`src/rtl/erle_pkg.sv`:
```
// Package with item types, character codes and hex helpers of the escaped RLE byte decoder.
package erle_pkg;

  typedef struct packed {
    logic [7:0] enc_char;
    logic       end_of_message;
  } in_item_t;

  typedef struct packed {
    logic [7:0]  data_byte;
    logic [11:0] repeat_count;
    logic        truncated_error;
    logic        final_result;
  } out_item_t;

  localparam logic [7:0] ChBackslash = 8'h5c;
  localparam logic [7:0] ChStar      = 8'h2a;
  localparam logic [7:0] ChX         = 8'h78;
  localparam logic [7:0] ChZero      = 8'h30;
  localparam logic [7:0] ChB         = 8'h62;
  localparam logic [7:0] ChF         = 8'h66;
  localparam logic [7:0] ChN         = 8'h6e;
  localparam logic [7:0] ChR         = 8'h72;
  localparam logic [7:0] ChT         = 8'h74;
  localparam logic [7:0] ChUpperA    = 8'h41;
  localparam logic [7:0] ChUpperF    = 8'h46;
  localparam logic [7:0] ChLowerA    = 8'h61;
  localparam logic [7:0] ChLowerF    = 8'h66;

  localparam logic [7:0] RunShortLimit = 8'd5;

  // Digit value as a hex conversion without checking gives it.
  function automatic logic [7:0] hex_val(input logic [7:0] c);
    logic [7:0] v;
    if (c >= ChUpperA && c <= ChUpperF) begin
      v = c - ChUpperA + 8'd10;
    end else if (c >= ChLowerA && c <= ChLowerF) begin
      v = c - ChLowerA + 8'd10;
    end else begin
      v = c - ChZero;
    end
    return v;
  endfunction

  function automatic logic [7:0] hex_byte(input logic [7:0] hi, input logic [7:0] lo);
    logic [7:0] h;
    h = hex_val(hi);
    return {h[3:0], 4'b0000} + hex_val(lo);
  endfunction

  function automatic logic [7:0] esc_map(input logic [7:0] c);
    logic [7:0] v;
    case (c)
      ChZero:  v = 8'h00;
      ChB:     v = 8'h08;
      ChF:     v = 8'h0c;
      ChN:     v = 8'h0a;
      ChR:     v = 8'h0d;
      ChT:     v = 8'h09;
      default: v = c;
    endcase
    return v;
  endfunction

  function automatic out_item_t make_item(input logic [7:0] b, input logic [11:0] cnt,
                                          input logic err);
    out_item_t o;
    o.data_byte       = b;
    o.repeat_count    = cnt;
    o.truncated_error = err;
    o.final_result    = 1'b0;
    return o;
  endfunction

endpackage

```
`src/rtl/escaped_rle_byte_decoder.sv`:
```
// Top level of the escaped RLE byte decoder: decode state machine and result queue.
//
// The decoder takes one encoded character per item on the input channel and
// emits (byte, repeat count) result items on the output channel. A backslash
// starts an escape (hex byte after x, control bytes for 0 b f n r t, the
// character itself otherwise); once a byte has been produced, a star plus two
// hex digits repeats the previous byte as one result item. The end of a message
// is marked on its last character; the last result of the message carries
// final_result, a message that ends inside an escape gives one error item, and
// all decode state returns to its reset value afterwards. Each character is
// decoded in the cycle it is accepted and its results (at most two) are written
// into a four-entry result queue, so the block takes one item per cycle as long
// as the output side keeps taking one result per cycle. The input ready depends
// only on queue room: it is high whenever at least two queue entries are free.
// The one case that yields two results (a message ending on the first digit of
// a star sequence) fills the queue faster than it drains, which can stall the
// input. Each result is registered in the queue and leaves it in order of writing.
module escaped_rle_byte_decoder
  import erle_pkg::*;
(
  input  logic      clk_i,
  input  logic      rst_ni,
  input  logic      in_valid_i,
  output logic      in_ready_o,
  input  in_item_t  in_item_i,
  output logic      out_valid_o,
  input  logic      out_ready_i,
  output out_item_t out_item_o
);

  typedef enum logic [2:0] {
    PhIdle  = 3'd0,
    PhEsc   = 3'd1,
    PhEscX  = 3'd2,
    PhEscX1 = 3'd3,
    PhStar  = 3'd4,
    PhStar1 = 3'd5
  } phase_e;

  phase_e     phase_q, phase_d;
  logic [7:0] held_q, held_d;
  logic [7:0] prev_q, prev_d;
  logic       have_prev_q, have_prev_d;

  out_item_t  res0, res1;
  logic       res0_v, res1_v;

  logic       in_fire, out_fire;
  logic [7:0] c;
  logic       last;
  logic [7:0] run_code;
  logic [11:0] run_len;

  // Result queue.
  out_item_t  q_mem [4];
  logic [1:0] wr_ptr_q, rd_ptr_q;
  logic [2:0] count_q;
  logic [1:0] wr_num;

  assign in_fire  = in_valid_i & in_ready_o;
  assign out_fire = out_valid_o & out_ready_i;
  assign c        = in_item_i.enc_char;
  assign last     = in_item_i.end_of_message;

  // Run length from the two star digits: long runs for small codes.
  assign run_code = hex_byte(held_q, c);
  always_comb begin
    if (run_code >= RunShortLimit) begin
      run_len = {4'b0000, run_code - 8'd1};
    end else begin
      case (run_code[2:0])
        3'd0:    run_len = 12'h0ff;
        3'd1:    run_len = 12'h1ff;
        3'd2:    run_len = 12'h3ff;
        3'd3:    run_len = 12'h7ff;
        default: run_len = 12'hfff;
      endcase
    end
  end

  // Decode of one character against the current phase.
  always_comb begin
    phase_d     = phase_q;
    held_d      = held_q;
    prev_d      = prev_q;
    have_prev_d = have_prev_q;
    res0        = make_item(8'h00, 12'd0, 1'b0);
    res1        = make_item(8'h00, 12'd0, 1'b0);
    res0_v      = 1'b0;
    res1_v      = 1'b0;

    unique case (phase_q)
      PhEsc: begin
        if (c == ChX) begin
          if (last) begin
            res0   = make_item(8'h00, 12'd0, 1'b1);
            res0_v = 1'b1;
          end else begin
            phase_d = PhEscX;
          end
        end else begin
          res0        = make_item(esc_map(c), 12'd1, 1'b0);
          res0_v      = 1'b1;
          prev_d      = esc_map(c);
          have_prev_d = 1'b1;
          phase_d     = PhIdle;
        end
      end
      PhEscX: begin
        if (last) begin
          res0   = make_item(8'h00, 12'd0, 1'b1);
          res0_v = 1'b1;
        end else begin
          held_d  = c;
          phase_d = PhEscX1;
        end
      end
      PhEscX1: begin
        res0        = make_item(hex_byte(held_q, c), 12'd1, 1'b0);
        res0_v      = 1'b1;
        prev_d      = hex_byte(held_q, c);
        have_prev_d = 1'b1;
        phase_d     = PhIdle;
      end
      PhStar: begin
        if (last) begin
          // The pending star leaves as a literal, then this character alone (an error item for a backslash).
          res0   = make_item(ChStar, 12'd1, 1'b0);
          res0_v = 1'b1;
          res1_v = 1'b1;
          if (c == ChBackslash) begin
            res1 = make_item(8'h00, 12'd0, 1'b1);
          end else begin
            res1 = make_item(c, 12'd1, 1'b0);
          end
        end else begin
          held_d  = c;
          phase_d = PhStar1;
        end
      end
      PhStar1: begin
        res0    = make_item(prev_q, run_len, 1'b0);
        res0_v  = 1'b1;
        phase_d = PhIdle;
      end
      default: begin
        // Idle; unused phase codes behave the same way.
        if (c == ChBackslash) begin
          if (last) begin
            res0   = make_item(8'h00, 12'd0, 1'b1);
            res0_v = 1'b1;
          end else begin
            phase_d = PhEsc;
          end
        end else if (c == ChStar && have_prev_q && !last) begin
          phase_d = PhStar;
        end else begin
          res0        = make_item(c, 12'd1, 1'b0);
          res0_v      = 1'b1;
          prev_d      = c;
          have_prev_d = 1'b1;
        end
      end
    endcase

    // The last character of a message marks its last result and clears state.
    if (last) begin
      if (res1_v) begin
        res1.final_result = 1'b1;
      end else begin
        res0.final_result = 1'b1;
      end
      phase_d     = PhIdle;
      held_d      = 8'h00;
      prev_d      = 8'h00;
      have_prev_d = 1'b0;
    end
  end

  always_ff @(posedge clk_i or negedge rst_ni) begin
    if (!rst_ni) begin
      phase_q     <= PhIdle;
      held_q      <= 8'h00;
      prev_q      <= 8'h00;
      have_prev_q <= 1'b0;
    end else if (in_fire) begin
      phase_q     <= phase_d;
      held_q      <= held_d;
      prev_q      <= prev_d;
      have_prev_q <= have_prev_d;
    end
  end

  // Queue bookkeeping: up to two writes and one read per cycle.
  assign wr_num      = in_fire ? ({1'b0, res0_v} + {1'b0, res1_v}) : 2'd0;
  assign in_ready_o  = (count_q <= 3'd2);
  assign out_valid_o = (count_q != 3'd0);
  assign out_item_o  = q_mem[rd_ptr_q];

  always_ff @(posedge clk_i or negedge rst_ni) begin
    if (!rst_ni) begin
      wr_ptr_q <= 2'd0;
      rd_ptr_q <= 2'd0;
      count_q  <= 3'd0;
    end else begin
      wr_ptr_q <= wr_ptr_q + wr_num;
      if (out_fire) begin
        rd_ptr_q <= rd_ptr_q + 2'd1;
      end
      count_q <= count_q + {1'b0, wr_num} - {2'b00, out_fire};
    end
  end

  always_ff @(posedge clk_i) begin
    if (in_fire && res0_v) begin
      q_mem[wr_ptr_q] <= res0;
    end
    if (in_fire && res1_v) begin
      q_mem[wr_ptr_q + 2'd1] <= res1;
    end
  end

endmodule
```
`config.mk`:
```
export PLATFORM = sky130hd
export DESIGN_NAME = escaped_rle_byte_decoder
export DESIGN_NICKNAME = d
export VERILOG_FILES = /design/src/rtl/erle_pkg.sv /design/src/rtl/escaped_rle_byte_decoder.sv
export SDC_FILE = /design/constraint.sdc
export NUM_CORES = 1
export LEC_CHECK = 0
export BUFFER_PORTS_ARGS = -buffer_cell sky130_fd_sc_hd__buf_2
export CAP_MARGIN = 20
export CORE_ASPECT_RATIO = 1.1
export CORE_MARGIN = 2
export CORE_UTILIZATION = 40
export CTS_BUF_LIST = sky130_fd_sc_hd__clkbuf_4 sky130_fd_sc_hd__clkbuf_8
export CTS_CLUSTER_DIAMETER = 30
export CTS_CLUSTER_SIZE = 14
export DETAILED_ROUTE_END_ITERATION = 8
export GPL_TIMING_DRIVEN = 0
export PLACE_DENSITY = 0.61
export SYNTH_ARGS = -nofsm -noshare
export SYNTH_HDL_FRONTEND = slang
export SYNTH_SLANG_ARGS = --single-unit
```
`constraint.sdc`:
```
create_clock -name clk_i -period 8.55 [get_ports clk_i]
set_input_delay 0.855 -clock clk_i [delete_from_list [all_inputs] [get_ports clk_i]]
set_output_delay 0.855 -clock clk_i [all_outputs]
set_load 0.02 [all_outputs]
```
# Word-level counts from Yosys, hierarchy flattened
# Memories as Yosys holds them, arrays and structs flattened.
# Cells that the tools add are included.
# classes
bitwise,2
n_reduce_logical,19
add_sub_neg,19
n_eq_ne,21
n_mux,50
order_cmp,10
# op_table
op,n
2-to-1 mux 22 bit,6
case mux 22 bit (5 select lines),1
2-to-1 mux 8 bit,9
== test 8 x 7 -> 1 bit (second input constant),7
case mux 12 bit (4 select lines),1
case mux 8 bit (6 select lines),1
greater-or-equal comparator 8 x 7 -> 1 bit (second input constant),4
less-or-equal comparator 8 x 7 -> 1 bit (second input constant),4
case mux 8 bit (3 select lines),1
2-to-1 mux 20 bit,1
2-to-1 mux 1 bit,17
adder 8 x 4 -> 8 bit (second input constant),2
adder 8 bit,2
== test 8 x 6 -> 1 bit (second input constant),2
subtractor 8 x 7 -> 8 bit (second input constant),2
== test 3 x 2 -> 1 bit (second input constant),4
2-to-1 mux 12 bit,1
2-to-1 mux 4 bit,3
case mux 3 bit (4 select lines),1
subtractor 4 x 1 -> 4 bit (second input constant),3
2-to-1 mux 3 bit,3
adder 4 bit (second input constant),2
greater-or-equal comparator 8 x 3 -> 1 bit (second input constant),1
logical AND 1 bit,8
25 further kinds,35
# word_totals
elab_cells,129
n_memories,1
regBits,27
mem_bits_rw,88
# mem_list
name,words,width,rd,rd_clocked_by_memory_dff,wr,line_no,text
q_mem,4,22,1,0,2,escaped_rle_byte_decoder.sv:55,out_item_t q_mem [4];

# Depth between registers and ports, before layout
# depth
word_depth,11
mapped_depth,20

# Least setup slack after synthesis
# No wires, ideal clock.
# synth_path
kind,input -> register
start,in in_item_i[1] (netlist name)
end,"mem q_mem[1][2] (netlist name), data pin"
setup_ns,0.274
slack_ns,3.895
path_buffers,3
required_time_ns,8.276
stages,19
arrival_time_ns,4.381
cell_sequence,clkbuf_1 inv_1 ha_1 nor4b_1 o21bai_1 o21ai_2 buf_4 nand2_1 o21ai_1 inv_1 ha_1 nor2b_1 nor3b_1 nand2_1 o32a_1 and4_1 buf_6 a311oi_2 o22ai_1
# synth_lines
element,line_no,text
from (decl),escaped_rle_byte_decoder.sv:25,"input in_item_t in_item_i,"
to (decl),escaped_rle_byte_decoder.sv:55,

==> results.cfg <==
[timing]
fin_skew_ns = 0.01681
tns_ns = 0
drv_slew = 0
rsz0062_at_grt = false
setup_viol = 0
finalHoldViolCount = 0
setup_ws_ns = 2.974
maxSlewHeadroom_pct = 42.58
timing.hold.ws_ns = 0.4307
worst_pin_slew_ns = 0.8396
fmax_mhz = 179.3
post-route-period-util_pct = 65.22
period_minus_slack_ns = 5.576

[synthesis]
yosysUniqueCellTypes = 77
yosys.area.top_type_share_pct = 19.26
synth_area_leaders = edfxtp_1 19%, dfxtp_1 13%, dfrtp_1 9.8%
ys_ff_latch = 115
yosysWarningCount = 0
yosysTopAreaCell = edfxtp_1
yosysSeqAreaShare_pct = 41.94
syn_area_per_cell_sq_um = 9.816
syn_area_sq_mm = 0.006862
synth_edf_count = 44
yosysMostFrequentCell = o21ai_0
synth_commonest_cells = 63 x o21ai_0, 61 x nand2_1, 57 x nand3_1
synth_ff_type = edfxtp_1
synth_nets = 738
syn_inst = 699
synthArstFlopShare_pct = 23.48

[grt]
grt_usage_pct = 23.22
grt_pass1_vias = 5939
antenna_found_initial = 0
grt_max_degree = 28
grt_pass1_wl_um = 32360
gr-total-overflow = 0

[clocking]
cts_resized = 0
cts_max_path_buffers = 2
clk_pin_slew_worst_paths_ns = 0.07
h-tree-depth = 4
tritoncts = yes
cts_root_buffer = clkbuf_8
numClockSinks = 115
cts_hold_buf = 0
post_cts_buffers = 0
clk_latency_ns = 0.46
numCtsBuffers = 17

[setup_path]
crit_arrival_ns = 5.75
worst-path-buf-inv = 6
critical-path-slowest-cell = o21ai_1
cp_top_family = compound AO/OA/AOI/OAI gates
path_cells = buf_2, clkbuf_1, inv_1, ha_1, a32o_1, nand2_1, clkbuf_1, nand2_1, o21ai_1, inv_1, ha_1, nor2b_1, nor3b_1, nand2_1, o32a_1, and4_1, buf_6, a311oi_2, o22ai_1
rrSetupSlack_ns = 4.44
critPathMaxStageDelay_ns = 0.52
end_kind = register
cp_max_fo = 10
cp-start-kind = input port
worstSetupPathType = in -> reg
required_ns = 8.72
crit_top_cell = nand2_1

[layout]
diodes = 0
nFillCells = 1596
drive_gt1_share_pct = 18.02
area_growth_pct = 12.56
fin_nets = 792
final_cell_area_sq_mm = 0.007724
seqCellArea_sq_mm = 0.002878
multiInputGateArea_sq_mm = 0.003618

[placement]
hpwlAfterDp_um = 15070
postPlaceCellArea_sq_mm = 0.007297
dp_slack_ns = 2.502
place_congestion = 0.8904
io_buffers = 35

[die]
die_w_um = 128.9
core-area_sq_mm = 0.01689
dieArea_sq_mm = 0.01822
ios = 37
rows = 50
start_util_pct = 40.62
die_h_um = 141.4

[detailed_routing]
post_drt_wl_per_cell_um = 21.32
firstDrtPassIters = 5
via_per_inst = 6.158
wl_met1_um = 8574
vias = 5998
drtIter0Drc = 645
top_layer = met4
ant_nets = 0
wl_um = 20770
drc = 0
dr_wl_met2_um = 10100
met3WireLength_um = 1547

[power]
power_density_mw_per_mm2 = 312.4
switching_share_pct = 40.42
p_comb_share_pct = 44.0
p_int_mw = 1.438
ir_drop_mv = 0.1398
leakage_nw = 2.946
p_clk_share_pct = 23.1
power_frac_seq_pct = 32.9
netSwitchingPower_mw = 0.9751

[worst_hold_path]
hold_path.class = in -> async

[job]
max_cap_violations = 0

[status]
status = complete, no violations
## worst paths after layout
check / from / end / cells past startpoint
max: in_item_i[1] / q_mem[1][2] / 19
min: rst_ni / held_q[1] / 1
max reg2reg: held_q[0] / q_mem[1][2] / 14
min reg2reg: q_mem[3][9] / q_mem[3][9] / 2
max in group asynchronous: rst_ni / prev_q[2] / 1
min in group clk_i: q_mem[3][9] / q_mem[3][9] / 2
## metal layers
| metal | GRT usage, % | vias up |
|---|---|---|
| li1 | - | 2745 |
| met1 | 29.20 | 2927 |
| met2 | 39.18 | 274 |
| met3 | 4.902 | 52 |
| met4 | 8.867 | 0 |
| met5 | 0 | - |
## through the flow
step / instances / total power [mW] / util (%)
3_3_place_gp: 942 / 1.817 / 43.20
6_report: 974 / 2.413 / 45.73
3_5_place_dp: 942 / 1.856 / 43.20
5_1_grt: 974 / 2.548 / 45.73
4_1_cts: 974 / 2.407 / 45.73
2_1_floorplan: 699 / 1.540 / -
## flip-flops by register name, indices dropped and copies added (netlist names)
name and cells:
q_mem 88, wr_ptr_q 2, have_prev_q 1, count_q 3, held_q 8, rd_ptr_q 2
prev_q 8, phase_q 3
## placed cells by master, fill, tap and decap left out, drive strengths merged, types with 4 or more instances in the layout
cell type and instances:
o21ai 72, nand2 64, buf 60, nand3 58, clkbuf 50, edfxtp 44, dfxtp 44, o22ai 42
a21oi 29, nor2 28, inv 28, dfrtp 27, ha 24, mux4 22, o31ai 19, xnor2 12
nor3 8, a221oi 8, and2 7, a22oi 7, xor2 7, and3 6, nand2b 6, or3 6
a31oi 5, a211oi 5, clkinv 5, a21o 4, nor2b 4, or2 4, bufinv 4
## cell type report
type | instances | share of cell area, %
Clock inverter | 11 | 2.106
Inverter | 27 | 1.312
Sequential cell | 115 | 37.26
Multi-Input combinational cell | 503 | 46.85
Timing Repair Buffer | 35 | 2.268
Clock buffer | 21 | 3.418
Buffer | 54 | 3.418
Tap cell | 208 | 3.370
## power groups by stage
| stage | Sequential [mW] | Combinational [mW] | Clock [mW] |
|---|---|---|---|
| after CTS | 0.792 | 1.06 | 0.555 |
| after global placement | 0.794 | 1.02 | 0 |
| after global routing | 0.810 | 1.16 | 0.581 |
| final | 0.794 | 1.06 | 0.557 |
| after detailed placement | 0.802 | 1.05 | 0 |
| after floorplan | 0.779 | 0.761 | 0 |
## kinds of logic after synthesis
| kind of cell | count (synthesis) | share of synthesized area [%] |
|---|---|---|
| flops | 115 | 41.94 |
| buf+inv | 81 | 5.325 |
| fa+ha+maj | 26 | 4.960 |
| mux | 26 | 7.859 |
| simple gates | 213 | 16.23 |
| xor+xnor | 20 | 2.863 |
| compound gates | 218 | 20.82 |
Note: power is estimated with default switching activity, not from simulation.
